===== config.mk =====
export PLATFORM = sky130hd
export DESIGN_NAME = wpf_iter
export DESIGN_NICKNAME = d
export VERILOG_FILES = /design/src/rtl/wpf_pkg.sv /design/src/rtl/wpf_iter.sv
export SDC_FILE = /design/constraint.sdc
export NUM_CORES = 1
export LEC_CHECK = 0
export BUFFER_PORTS_ARGS = -buffer_cell sky130_fd_sc_hd__buf_2
export CAP_MARGIN = 20
export CORE_MARGIN = 4
export CORE_UTILIZATION = 61
export DETAILED_ROUTE_END_ITERATION = 6
export PLACE_DENSITY_LB_ADDON = 0.12
export REMOVE_ABC_BUFFERS = 1
export SLEW_MARGIN = 0
export SYNTH_ARGS = -nofsm -noshare
export SYNTH_HDL_FRONTEND = slang
export SYNTH_SLANG_ARGS = --single-unit

===== constraint.sdc =====
create_clock -name i_clk -period 7.4 [get_ports i_clk]
set_input_delay 0.74 -clock i_clk [delete_from_list [all_inputs] [get_ports i_clk]]
set_output_delay 0.74 -clock i_clk [all_outputs]
set_load 0.01 [all_outputs]

===== src/rtl/wpf_pkg.sv =====
// ----------------------------------------------------------------------------
// wpf_pkg: shared types and constants of the waypoint follower
// Action codes, configuration indexes, reset values and the control record
// that the sequencer sends to the iterative root/divide unit.
// ----------------------------------------------------------------------------
package wpf_pkg;

    localparam int unsigned MAX_WAYPOINTS_DEF = 64;

    localparam int unsigned COORD_W  = 32;
    localparam int unsigned RADIUS_W = 24;
    localparam int unsigned SPEED_W  = 10;
    localparam int unsigned DT_W     = 16;
    localparam int unsigned CFG_IW   = 2;
    localparam int unsigned CFG_DW   = 24;

    localparam int unsigned MAG_W    = COORD_W + 1;     // axis difference magnitude
    localparam int unsigned PROD_W   = 2 * MAG_W;       // multiplier product
    localparam int unsigned DIST_W   = PROD_W;          // sum of three squares
    localparam int unsigned ROOT_W   = 34;
    localparam int unsigned STEP_W   = 18;
    localparam int unsigned NUM_W    = MAG_W + STEP_W;  // dividend of a step
    localparam int unsigned WP_W     = 3 * COORD_W + RADIUS_W;

    localparam logic [SPEED_W-1:0]  SPEED_RESET  = 10'd150;
    localparam logic [SPEED_W-1:0]  SPEED_CAP    = 10'd1000;
    localparam logic [RADIUS_W-1:0] ACCEPT_RESET = 24'd12800;

    typedef enum logic [2:0] {
        ACT_ADD   = 3'd0,
        ACT_DEST  = 3'd1,
        ACT_TICK  = 3'd2,
        ACT_PAUSE = 3'd3,
        ACT_PLACE = 3'd4
    } t_action;

    typedef enum logic [CFG_IW-1:0] {
        CFG_SPEED  = 2'd0,
        CFG_ACCEPT = 2'd1
    } t_cfg_index;

    typedef struct packed {
        logic start;
        logic root;     // 1: square root, 0: divide
    } t_iter_ctl;

    typedef enum logic [4:0] {
        ST_IDLE,
        ST_EXEC,
        ST_SD_RD,
        ST_SD_DIST,
        ST_SD_EVAL,
        ST_SD_FIN,
        ST_TK_DIST,
        ST_TK_ACC,
        ST_TK_CMP,
        ST_TK_NRD,
        ST_TK_NX,
        ST_TK_SQ,
        ST_TK_MUL,
        ST_TK_DSTART,
        ST_TK_DWAIT,
        ST_TK_UPD,
        ST_RF_RD,
        ST_RF_DIST,
        ST_RF_R2,
        ST_RF_CMP,
        ST_DONE
    } t_state;

endpackage


===== src/rtl/wpf_iter.sv =====
// ----------------------------------------------------------------------------
// wpf_iter: iterative square root and divider
// One shared compare-and-subtract stage, one result bit per cycle.
// ----------------------------------------------------------------------------
module wpf_iter (
    input  logic                      i_clk,
    input  logic                      i_rst_n,
    input  wpf_pkg::t_iter_ctl        i_ctl,
    input  logic [wpf_pkg::DIST_W-1:0] i_rad,
    input  logic [wpf_pkg::NUM_W-1:0]  i_num,
    input  logic [wpf_pkg::ROOT_W-1:0] i_den,
    output logic [wpf_pkg::NUM_W-1:0]  o_res,
    output logic                      o_done
);
    import wpf_pkg::*;

    localparam int unsigned SH_W  = 2 * ROOT_W;
    localparam int unsigned REM_W = ROOT_W + 3;
    localparam int unsigned CNT_W = $clog2(NUM_W + 1);

    logic               r_busy;
    logic               r_done;
    logic               r_root;
    logic [CNT_W-1:0]   r_cnt;
    logic [SH_W-1:0]    r_sh;
    logic [REM_W-1:0]   r_rem;
    logic [NUM_W-1:0]   r_q;
    logic [ROOT_W-1:0]  r_den;

    logic [REM_W-1:0]   cur;
    logic [REM_W-1:0]   sub;
    logic               ge;

    always_comb begin
        if (r_root) begin
            cur = {r_rem[REM_W-3:0], r_sh[SH_W-1 -: 2]};
            sub = {1'b0, r_q[ROOT_W-1:0], 2'b01};
        end else begin
            cur = {r_rem[REM_W-2:0], r_sh[SH_W-1]};
            sub = {3'b000, r_den};
        end
        ge = (cur >= sub);
    end

    always_ff @(posedge i_clk) begin
        if (!i_rst_n) begin
            r_busy <= 1'b0;
            r_done <= 1'b0;
            r_cnt  <= '0;
        end else begin
            r_done <= r_busy && (r_cnt == CNT_W'(1));
            if (i_ctl.start) begin
                r_busy <= 1'b1;
                r_cnt  <= i_ctl.root ? CNT_W'(ROOT_W) : CNT_W'(NUM_W);
            end else if (r_busy) begin
                r_cnt <= r_cnt - CNT_W'(1);
                if (r_cnt == CNT_W'(1)) begin
                    r_busy <= 1'b0;
                end
            end
        end
    end

    always_ff @(posedge i_clk) begin
        if (i_ctl.start) begin
            r_root <= i_ctl.root;
            r_den  <= i_den;
            r_rem  <= '0;
            r_q    <= '0;
            if (i_ctl.root) begin
                r_sh <= {{(SH_W-DIST_W){1'b0}}, i_rad};
            end else begin
                r_sh <= {i_num, {(SH_W-NUM_W){1'b0}}};
            end
        end else if (r_busy) begin
            r_rem <= ge ? (cur - sub) : cur;
            r_q   <= {r_q[NUM_W-2:0], ge};
            r_sh  <= r_root ? {r_sh[SH_W-3:0], 2'b00} : {r_sh[SH_W-2:0], 1'b0};
        end
    end

    assign o_res  = r_q;
    assign o_done = r_done;

endmodule


==> results of run 1 <==
==> layout make-up <==
| type | count | area (um^2) |
|---|---|---|
| clock buffers | 19 | 452.9 |
| multi-input cells | 896 | 6246 |
| clock inverters | 13 | 148.9 |
| repair buffers | 215 | 1115 |
| well taps | 234 | 292.8 |
| inverters | 20 | 75.07 |
| fillers | 1438 | 5439 |
| flip-flops and latches | 198 | 4999 |
==> state kept, by name, indices dropped and copies added (netlist names) <==
register / count
r_sh: 68
o_res: 51
r_rem: 36
r_den: 34
r_cnt: 6
o_done: 1
r_busy: 1
r_root: 1
==> per-layer routing <==
layer | GRT usage | wire length [um]
met1 | 0.3133 | 11660
met2 | 0.3925 | 12300
met3 | 0.05276 | 1455
met4 | 0.06021 | 346
met5 | 0 | 13
==> metrics by stage <==
| step | worst slack [ns] | cells | cell area [um^2] |
|---|---|---|---|
| 6_report | 2.541 | 1595 | 13330 |
| 5_1_grt | 2.250 | 1595 | 13330 |
| 4_1_cts | 2.485 | 1594 | 13310 |
| 3_5_place_dp | 2.531 | 1562 | 12710 |
| 3_3_place_gp | 2.647 | 1562 | 12710 |
| 2_1_floorplan | 0.08487 | 1114 | 11310 |
==> logic make-up (layout without fill, tap and decap cells) <==
kind of cell               count (synthesis)  after routing  share of synthesized area
xor gates and xnor gates                  29             29                    0.02182
buffers and inverters                    103            267                    0.03504
DFF                                      198            198                     0.4291
and+or+nand+nor                          341            341                     0.1388
muxes                                    184            184                     0.1615
AOI/OAI and AO/OA                        303            303                     0.1712
adders and majority gates                 39             39                    0.04256
==> worst reg2reg max path, delay by kind of cell (launching register included) <==
family	cells	cell delay, ns
AOI/OAI and AO/OA	5	1.69
DFF	1	0.97
and+or+nand+nor	3	0.76
buffers and inverters	1	0.51
adders and majority gates	1	0.44
muxes	1	0.40
==> power groups by stage <==
| stage | Sequential (mW) | Clock, mW | Combinational [mW] |
|---|---|---|---|
| after floorplan | 1.40 | 0 | 1.30 |
| after global placement | 1.40 | 0 | 1.70 |
| after detailed placement | 1.40 | 0 | 1.73 |
| after CTS | 1.37 | 0.948 | 1.74 |
| after global routing | 1.39 | 0.997 | 1.98 |
| final | 1.38 | 0.933 | 1.77 |
==> cell usage in the layout (no fill, tap or decap), types with 24 or more instances in the layout <==
master	netlist	final
sky130_fd_sc_hd__nor2b_1	58	58
sky130_fd_sc_hd__o21ai_0	41	41
sky130_fd_sc_hd__nor2_1	108	108
sky130_fd_sc_hd__buf_2	13	205
sky130_fd_sc_hd__ha_1	38	38
sky130_fd_sc_hd__dfxtp_1	95	94
sky130_fd_sc_hd__nand2_1	108	108
sky130_fd_sc_hd__edfxtp_1	103	103
sky130_fd_sc_hd__a21oi_1	96	96
sky130_fd_sc_hd__mux2_2	31	31
sky130_fd_sc_hd__mux2i_1	153	153
sky130_fd_sc_hd__a211oi_1	53	53
sky130_fd_sc_hd__a311oi_1	24	24
==> worst max-delay path by stage <==
stage	start	end	slack, ns	cells past startpoint
2_1_floorplan	r_root$_DFFE_PP_	r_rem[15]$_SDFFE_PP0P_	0.08	10
3_3_place_gp	r_root$_DFFE_PP_	r_rem[0]$_SDFFE_PP0P_	2.65	11
3_5_place_dp	r_root$_DFFE_PP_	r_rem[0]$_SDFFE_PP0P_	2.53	11
4_1_cts	r_root$_DFFE_PP_	r_rem[0]$_SDFFE_PP0P_	2.49	11
5_1_grt	r_root$_DFFE_PP_	r_rem[28]$_SDFFE_PP0P_	2.25	11
6_report	r_root$_DFFE_PP_	r_rem[28]$_SDFFE_PP0P_	2.54	11
==> impl_metrics.xml, run 1 <==
<?xml version="1.0" encoding="UTF-8"?>
<metrics>
  <group name="synthesis">
    <metric name="number_of_flops_mapped_to_enable_cells_by_yosys" unit="">103</metric>
    <metric name="synth.avg_cell_area" unit="um^2">9.725</metric>
    <metric name="synth.yosys.seq_area_share" unit="">0.4291</metric>
    <metric name="fraction_of_synthesized_cell_area_taken_by_the_top_area_cell_type" unit="">0.2657</metric>
    <metric name="ys.flop_type" unit="">sky130_fd_sc_hd__edfxtp_1</metric>
    <metric name="postSynth.asyncResetShare" unit="">0</metric>
    <metric name="synthTopCellsByCount" unit="">sky130_fd_sc_hd__mux2i_1 (153), sky130_fd_sc_hd__nand2_1 (108), sky130_fd_sc_hd__nor2_1 (108), sky130_fd_sc_hd__edfxtp_1 (103), sky130_fd_sc_hd__a21oi_1 (96)</metric>
    <metric name="post_synth_main_area_contributors" unit="">sky130_fd_sc_hd__edfxtp_1 (27%), sky130_fd_sc_hd__dfxtp_1 (16%), sky130_fd_sc_hd__mux2i_1 (13%)</metric>
    <metric name="synth_seq_cells" unit="">198</metric>
    <metric name="syn-instance-count" unit="">1197</metric>
    <metric name="netlist-cell-type-count" unit="">68</metric>
    <metric name="ys_warn_count" unit="">0</metric>
    <metric name="post-synth-top-area-cell" unit="">sky130_fd_sc_hd__edfxtp_1</metric>
    <metric name="synthesis.area" unit="um^2">11640</metric>
    <metric name="yosysMostFrequentCell" unit="">sky130_fd_sc_hd__mux2i_1</metric>
  </group>
  <group name="min_path">
    <metric name="hp-start" unit="">i_den[3]</metric>
    <metric name="worst_hold_path.num_cells" unit="">1</metric>
    <metric name="holdCritPathClass" unit="">input pin to flip-flop</metric>
    <metric name="whs_endpoint" unit="">r_den[3]$_DFFE_PP_</metric>
  </group>
  <group name="cells_and_area">
    <metric name="flow.area_growth_from_synthesis" unit="%">14.50</metric>
    <metric name="nets" unit="">1542</metric>
    <metric name="fin_util" unit="">0.7102</metric>
    <metric name="final_layout_size_suffix_gt1_frac" unit="">0.2145</metric>
    <metric name="antenna_cells" unit="">0</metric>
  </group>
  <group name="critical_path">
    <metric name="reg2reg_from" unit="">r_root$_DFFE_PP_</metric>
    <metric name="worstReg2RegEnd" unit="">r_rem[28]$_SDFFE_PP0P_</metric>
    <metric name="slack_of_the_worst_reg_to_reg_path" unit="ns">2.54</metric>
    <metric name="critical_path.endpoint_type" unit="">flip-flop</metric>
    <metric name="worst-endpoint-required" unit="ns">7.75</metric>
    <metric name="max_stage_delay_cell_worst_path" unit="">sky130_fd_sc_hd__edfxtp_1</metric>
    <metric name="critical_path.n_buffers_inverters" unit="">1</metric>
    <metric name="crit_path_cell_trace" unit="">buf_4 &gt; mux2_2 &gt; ha_1 &gt; nand4_1 &gt; o211ai_1 &gt; o221a_2 &gt; nand3_1 &gt; a21o_1 &gt; a21oi_4 &gt; nand2_1 &gt; o221ai_1</metric>
    <metric name="timing.critical_path.slowest_cell_delay" unit="ns">0.97</metric>
    <metric name="arrival" unit="ns">5.21</metric>
    <metric name="r2r_cells" unit="">11</metric>
    <metric name="cp_top_family" unit="">compound AO/OA/AOI/OAI gates</metric>
    <metric name="worstPathMaxFanout" unit="">33</metric>
    <metric name="critPathKind" unit="">flip-flop to flip-flop</metric>
    <metric name="critical_path.startpoint_type" unit="">flip-flop</metric>
  </group>
  <group name="global_routing">
    <metric name="grt_pass1_wl" unit="mm">42.37</metric>
    <metric name="antenna_found_initial" unit="">1</metric>
    <metric name="grt_usage" unit="">0.2355</metric>
    <metric name="grt_pass1_vias" unit="">8798</metric>
    <metric name="grt.overflow.total" unit="">0</metric>
    <metric name="grt_max_degree" unit="">163</metric>
  </group>
  <group name="cts">
    <metric name="clk-insertion-delay-late" unit="ns">0.44</metric>
    <metric name="tritoncts_num_sinks" unit="">198</metric>
    <metric name="cts-root-buf" unit="">sky130_fd_sc_hd__clkbuf_16</metric>
    <metric name="ctsHtreeMaxLevel" unit="">4</metric>
    <metric name="tritoncts_clock_tree" unit="">built</metric>
    <metric name="postCtsResizedCells" unit="">0</metric>
    <metric name="post_cts_buffers" unit="">0</metric>
    <metric name="clk_pin_slew_worst_paths" unit="ns">0.09</metric>
    <metric name="hold_buffers" unit="">0</metric>
    <metric name="number_of_clock_buffers_inserted_by_tritoncts" unit="">17</metric>
    <metric name="clock_path_buffers" unit="">2</metric>
  </group>
  <group name="placement">
    <metric name="post_dp_hpwl" unit="mm">17.94</metric>
    <metric name="finalWeightedCongestion" unit="">0.9298</metric>
    <metric name="buffer_ports.inserted" unit="">206</metric>
  </group>
  <group name="sta">
    <metric name="grt_setup_unrepaired" unit="">false</metric>
    <metric name="final-setup-viol-count" unit="">0</metric>
    <metric name="post-route-min-period" unit="ns">4.859</metric>
    <metric name="fmax" unit="MHz">205.8</metric>
    <metric name="timing_worst_slew_pin_value" unit="ns">1.034</metric>
    <metric name="setup_total_negative_slack" unit="ns">0</metric>
    <metric name="whs" unit="ns">0.4687</metric>
    <metric name="min_period_over_period" unit="">0.6567</metric>
    <metric name="finalMaxSlewViolations" unit="">0</metric>
    <metric name="maxSlewHeadroom" unit="">0.3108</metric>
    <metric name="finClkSkew" unit="ns">0.01759</metric>
    <metric name="report.final.hold_viol_count" unit="">0</metric>
  </group>
  <group name="power">
    <metric name="p_clk_frac" unit="">0.228</metric>
    <metric name="ir_drop" unit="mV">0.1990</metric>
    <metric name="p_sw_frac" unit="">0.3910</metric>
    <metric name="power_frac_comb" unit="">0.435</metric>
    <metric name="p_int" unit="mW">2.486</metric>
    <metric name="power_switching" unit="mW">1.596</metric>
    <metric name="power.leakage" unit="nW">5.656</metric>
    <metric name="seq_power_share" unit="">0.337</metric>
    <metric name="powerDensity" unit="nW/um^2">306.3</metric>
    <metric name="finalPower" unit="mW">4.082</metric>
  </group>
  <group name="floorplan">
    <metric name="number_of_i_o_pins" unit="">207</metric>
    <metric name="placement_rows" unit="">50</metric>
    <metric name="die_y" unit="um">146.1</metric>
    <metric name="design.core.area" unit="um^2">18770</metric>
    <metric name="dieWidth" unit="um">146.1</metric>
    <metric name="die-area" unit="um^2">21360</metric>
    <metric name="effective_utilization_at_floorplan" unit="">0.6203</metric>
  </group>
  <group name="job">
    <metric name="max_cap_violations" unit="">0</metric>
  </group>
  <group name="routing">
    <metric name="antenna_viol_nets_final" unit="">0</metric>
    <metric name="dr.first_iter.drc_count" unit="">519</metric>
    <metric name="routedWlPerCell" unit="um">16.16</metric>
    <metric name="drt-vias-per-instance" unit="">5.818</metric>
    <metric name="route.final.wire_length" unit="mm">25.78</metric>
    <metric name="remaining_drc_errors" unit="">0</metric>
    <metric name="detailroute.via_count" unit="">9280</metric>
    <metric name="drt_pass_1_iters" unit="">5</metric>
  </group>
  <group name="outcome">
    <metric name="outcome" unit="">completed</metric>
  </group>
</metrics>
Note: power is estimated with default switching activity, not from simulation.
==> run 2, diff against run 1 <==
--- a/config.mk
+++ b/config.mk
@@ -5,10 +5,11 @@
 export SDC_FILE = /design/constraint.sdc
 export NUM_CORES = 1
 export LEC_CHECK = 0
+export ABC_AREA = 1
 export BUFFER_PORTS_ARGS = -buffer_cell sky130_fd_sc_hd__buf_2
 export CAP_MARGIN = 20
 export CORE_MARGIN = 4
-export CORE_UTILIZATION = 61
+export CORE_UTILIZATION = 57
 export DETAILED_ROUTE_END_ITERATION = 6
 export PLACE_DENSITY_LB_ADDON = 0.12
 export REMOVE_ABC_BUFFERS = 1
==> constraint.sdc (replaced) <==
create_clock -name i_clk -period 4.5 [get_ports i_clk]
set_input_delay 0.45 -clock i_clk [delete_from_list [all_inputs] [get_ports i_clk]]
set_output_delay 0.45 -clock i_clk [all_outputs]
set_load 0.01 [all_outputs]
==> impl_metrics.xml, run 2 <==
<?xml version="1.0" encoding="UTF-8"?>
<metrics>
  <group name="outcome">
    <metric name="outcome" unit="">completed</metric>
  </group>
  <group name="sta">
    <metric name="timing_worst_slew_pin_value" unit="ns">1.055</metric>
    <metric name="grt_setup_unrepaired" unit="">false</metric>
    <metric name="finClkSkew" unit="ns">0.01268</metric>
    <metric name="post-route-min-period" unit="ns">3.915</metric>
    <metric name="report.final.hold_viol_count" unit="">0</metric>
    <metric name="finalMaxSlewViolations" unit="">0</metric>
    <metric name="fmax" unit="MHz">255.4</metric>
    <metric name="setup_total_negative_slack" unit="ns">0</metric>
    <metric name="final-setup-viol-count" unit="">0</metric>
    <metric name="min_period_over_period" unit="">0.8701</metric>
    <metric name="maxSlewHeadroom" unit="">0.2969</metric>
    <metric name="whs" unit="ns">0.1807</metric>
  </group>
  <group name="cts">
    <metric name="cts-root-buf" unit="">sky130_fd_sc_hd__clkbuf_16</metric>
    <metric name="postCtsResizedCells" unit="">0</metric>
    <metric name="tritoncts_clock_tree" unit="">built</metric>
    <metric name="post_cts_buffers" unit="">0</metric>
    <metric name="clk-insertion-delay-late" unit="ns">0.44</metric>
    <metric name="tritoncts_num_sinks" unit="">198</metric>
    <metric name="ctsHtreeMaxLevel" unit="">4</metric>
    <metric name="clk_pin_slew_worst_paths" unit="ns">0.08</metric>
    <metric name="number_of_clock_buffers_inserted_by_tritoncts" unit="">17</metric>
    <metric name="clock_path_buffers" unit="">2</metric>
    <metric name="hold_buffers" unit="">0</metric>
  </group>
  <group name="cells_and_area">
    <metric name="multi_input_area" unit="um^2">5934</metric>
    <metric name="flow.area_growth_from_synthesis" unit="%">13.85</metric>
    <metric name="finish.cell_count_without_fillers" unit="">2129</metric>
    <metric name="fillCellCount" unit="">1916</metric>
    <metric name="final_layout_size_suffix_gt1_frac" unit="">0.1538</metric>
    <metric name="sequential_cell_area" unit="um^2">4996</metric>
    <metric name="layout_commonest_cell" unit="">sky130_fd_sc_hd__nand2_1</metric>
    <metric name="nets" unit="">2034</metric>
    <metric name="max_flop_register" unit="">r_sh</metric>
    <metric name="layout.cells.most_common_list" unit="">sky130_fd_sc_hd__nand2_1 (445), sky130_fd_sc_hd__inv_1 (231), sky130_fd_sc_hd__nor2_1 (220), sky130_fd_sc_hd__buf_2 (205), sky130_fd_sc_hd__edfxtp_1 (103)</metric>
    <metric name="largest_reg_flops" unit="">68</metric>
  </group>
  <group name="placement">
    <metric name="post_dp_hpwl" unit="mm">24.32</metric>
    <metric name="numPlacedInstances" unit="">2095</metric>
    <metric name="buffer_ports.inserted" unit="">206</metric>
    <metric name="finalWeightedCongestion" unit="">0.9725</metric>
  </group>
  <group name="synthesis">
    <metric name="post_synth_main_area_contributors" unit="">sky130_fd_sc_hd__edfxtp_1 (25%), sky130_fd_sc_hd__dfxtp_1 (16%), sky130_fd_sc_hd__nand2_1 (14%)</metric>
    <metric name="synth.avg_cell_area" unit="um^2">7.227</metric>
    <metric name="post-synth-top-area-cell" unit="">sky130_fd_sc_hd__edfxtp_1</metric>
    <metric name="synthesis.area" unit="um^2">12190</metric>
    <metric name="ys_warn_count" unit="">0</metric>
    <metric name="synthTopCellsByCount" unit="">sky130_fd_sc_hd__nand2_1 (445), sky130_fd_sc_hd__inv_1 (233), sky130_fd_sc_hd__nor2_1 (221), sky130_fd_sc_hd__edfxtp_1 (103), sky130_fd_sc_hd__dfxtp_1 (95)</metric>
    <metric name="netlist-cell-type-count" unit="">42</metric>
    <metric name="synth_seq_cells" unit="">198</metric>
    <metric name="fraction_of_synthesized_cell_area_taken_by_the_top_area_cell_type" unit="">0.2537</metric>
    <metric name="synth.yosys.seq_area_share" unit="">0.4097</metric>
    <metric name="ys.flop_type" unit="">sky130_fd_sc_hd__edfxtp_1</metric>
    <metric name="syn-instance-count" unit="">1687</metric>
    <metric name="number_of_flops_mapped_to_enable_cells_by_yosys" unit="">103</metric>
    <metric name="postSynth.asyncResetShare" unit="">0</metric>
    <metric name="yosysMostFrequentCell" unit="">sky130_fd_sc_hd__nand2_1</metric>
  </group>
  <group name="critical_path">
    <metric name="critPathKind" unit="">flip-flop to flip-flop</metric>
    <metric name="slack_of_the_worst_reg_to_reg_path" unit="ns">0.58</metric>
    <metric name="arrival" unit="ns">4.25</metric>
    <metric name="worst-endpoint-required" unit="ns">4.84</metric>
    <metric name="worstPathMaxFanout" unit="">174</metric>
    <metric name="critical_path.endpoint_type" unit="">flip-flop</metric>
    <metric name="critical_path.startpoint_type" unit="">flip-flop</metric>
  </group>
  <group name="routing">
    <metric name="drt_pass_1_iters" unit="">5</metric>
    <metric name="antenna_viol_nets_final" unit="">0</metric>
    <metric name="detailroute.via_count" unit="">11659</metric>
    <metric name="remaining_drc_errors" unit="">0</metric>
    <metric name="route.final.wire_length" unit="mm">34.06</metric>
    <metric name="drt-vias-per-instance" unit="">5.476</metric>
    <metric name="dr.first_iter.drc_count" unit="">838</metric>
    <metric name="routedWlPerCell" unit="um">16.00</metric>
  </group>
  <group name="floorplan">
    <metric name="number_of_i_o_pins" unit="">207</metric>
    <metric name="placement_rows" unit="">53</metric>
    <metric name="die_y" unit="um">154.3</metric>
    <metric name="design.core.area" unit="um^2">21020</metric>
    <metric name="die-area" unit="um^2">23790</metric>
    <metric name="effective_utilization_at_floorplan" unit="">0.5800</metric>
    <metric name="dieWidth" unit="um">154.3</metric>
  </group>
  <group name="global_routing">
    <metric name="grt_pass1_wl" unit="mm">55.38</metric>
    <metric name="grt_max_degree" unit="">175</metric>
    <metric name="antenna_found_initial" unit="">2</metric>
    <metric name="grt.overflow.total" unit="">0</metric>
    <metric name="grt_usage" unit="">0.2840</metric>
    <metric name="grt_pass1_vias" unit="">11266</metric>
  </group>
  <group name="power">
    <metric name="power.leakage" unit="nW">6.719</metric>
    <metric name="ir_drop" unit="mV">0.2836</metric>
    <metric name="powerDensity" unit="nW/um^2">417.4</metric>
  </group>
  <group name="job">
    <metric name="max_cap_violations" unit="">0</metric>
  </group>
  <group name="min_path">
    <metric name="holdCritPathClass" unit="">input pin to flip-flop</metric>
  </group>
</metrics>
[run 2: changes by cell type after synthesis, moves of 31 or more]
cell,change
sky130_fd_sc_hd__nand2_1,+337
sky130_fd_sc_hd__inv_1,+213
sky130_fd_sc_hd__mux2i_1,-153
sky130_fd_sc_hd__nor2_1,+113
sky130_fd_sc_hd__a21oi_1,-70
sky130_fd_sc_hd__nand3_1,+62
sky130_fd_sc_hd__o31ai_1,+59
sky130_fd_sc_hd__nor2b_1,-58
sky130_fd_sc_hd__a211oi_1,-53
sky130_fd_sc_hd__a22oi_1,+49
sky130_fd_sc_hd__o22ai_1,+43
sky130_fd_sc_hd__nand4_1,+41
sky130_fd_sc_hd__o21ai_0,+38
sky130_fd_sc_hd__mux2_2,-31
[run 2: logic make-up (layout without fill, tap and decap cells)]
| logic type | after synthesis | after routing | share of synthesized area |
|---|---|---|---|
| and+or+nand+nor | 832 | 832 | 0.2881 |
| buffers and inverters | 322 | 488 | 0.1042 |
| AOI/OAI and AO/OA | 280 | 280 | 0.1459 |
| DFF | 198 | 198 | 0.4097 |
| adders and majority gates | 39 | 39 | 0.04064 |
| xor gates and xnor gates | 16 | 16 | 0.01149 |
| other | 0 | 1 | 0 |
[run 2: metrics by stage]
stage	power, mW	setup WS, ns	util	area, um^2
2_1_floorplan	3.691	-3.229	-	11820
3_3_place_gp	4.271	0.6777	0.6325	13300
3_5_place_dp	4.287	0.6363	0.6325	13300
4_1_cts	5.790	0.6143	0.6592	13860
5_1_grt	6.186	0.2689	0.6603	13880
6_report	5.794	0.5847	0.6603	13880
[run 2: final cells by class]
| type | count | share of cell area |
|---|---|---|
| Multi-Input combinational cell | 1167 | 0.4275 |
| Sequential cell | 198 | 0.3599 |
| Timing Repair Buffer | 217 | 0.08221 |
| Inverter | 239 | 0.06481 |
| Clock buffer | 17 | 0.03065 |
| Tap cell | 275 | 0.02479 |
| Clock inverter | 15 | 0.009915 |
| Antenna cell | 1 | 0.0001803 |
[run 2: power breakdown]
part	internal (mW)	switching (mW)	total, mW
logic	0.669	1.42	2.09
registers	2.10	0.0981	2.20
clock network	0.734	0.774	1.51
total	3.51	2.29	5.79
[run 2: final timing paths]
| check | start | to | cells after the start |
|---|---|---|---|
| min | i_den[22] | r_den[22]$_DFFE_PP_ | 1 |
| max reg2reg | r_root$_DFFE_PP_ | r_rem[20]$_SDFFE_PP0P_ | 14 |
| min reg2reg | o_res[50]$_SDFFE_PP0P_ | o_res[50]$_SDFFE_PP0P_ | 2 |
| max | r_root$_DFFE_PP_ | r_rem[20]$_SDFFE_PP0P_ | 14 |
[run 2: layer usage]
metal  wire length (um)  track usage  up-vias
met5                 16            0        -
met4                691      0.08831        2
met3               2299      0.05540       55
met2              16100       0.4696      378
met1              14950       0.3791     5348
li1                   -            -     5876
[run 2: critical path, cell delays in order, from the launching register on]
cell and delay (ns):
sky130_fd_sc_hd__edfxtp_1 0.42, sky130_fd_sc_hd__buf_12 0.52, sky130_fd_sc_hd__o21ai_0 0.25, sky130_fd_sc_hd__ha_1 0.42, sky130_fd_sc_hd__a21oi_1 0.27, sky130_fd_sc_hd__nand2_1 0.13, sky130_fd_sc_hd__nand2_1 0.08, sky130_fd_sc_hd__nand2_1 0.07
sky130_fd_sc_hd__a21oi_1 0.16, sky130_fd_sc_hd__nand4_2 0.61, sky130_fd_sc_hd__buf_4 0.46, sky130_fd_sc_hd__nand3_1 0.11, sky130_fd_sc_hd__nand3_1 0.09, sky130_fd_sc_hd__nand2_1 0.06, sky130_fd_sc_hd__inv_1 0.04
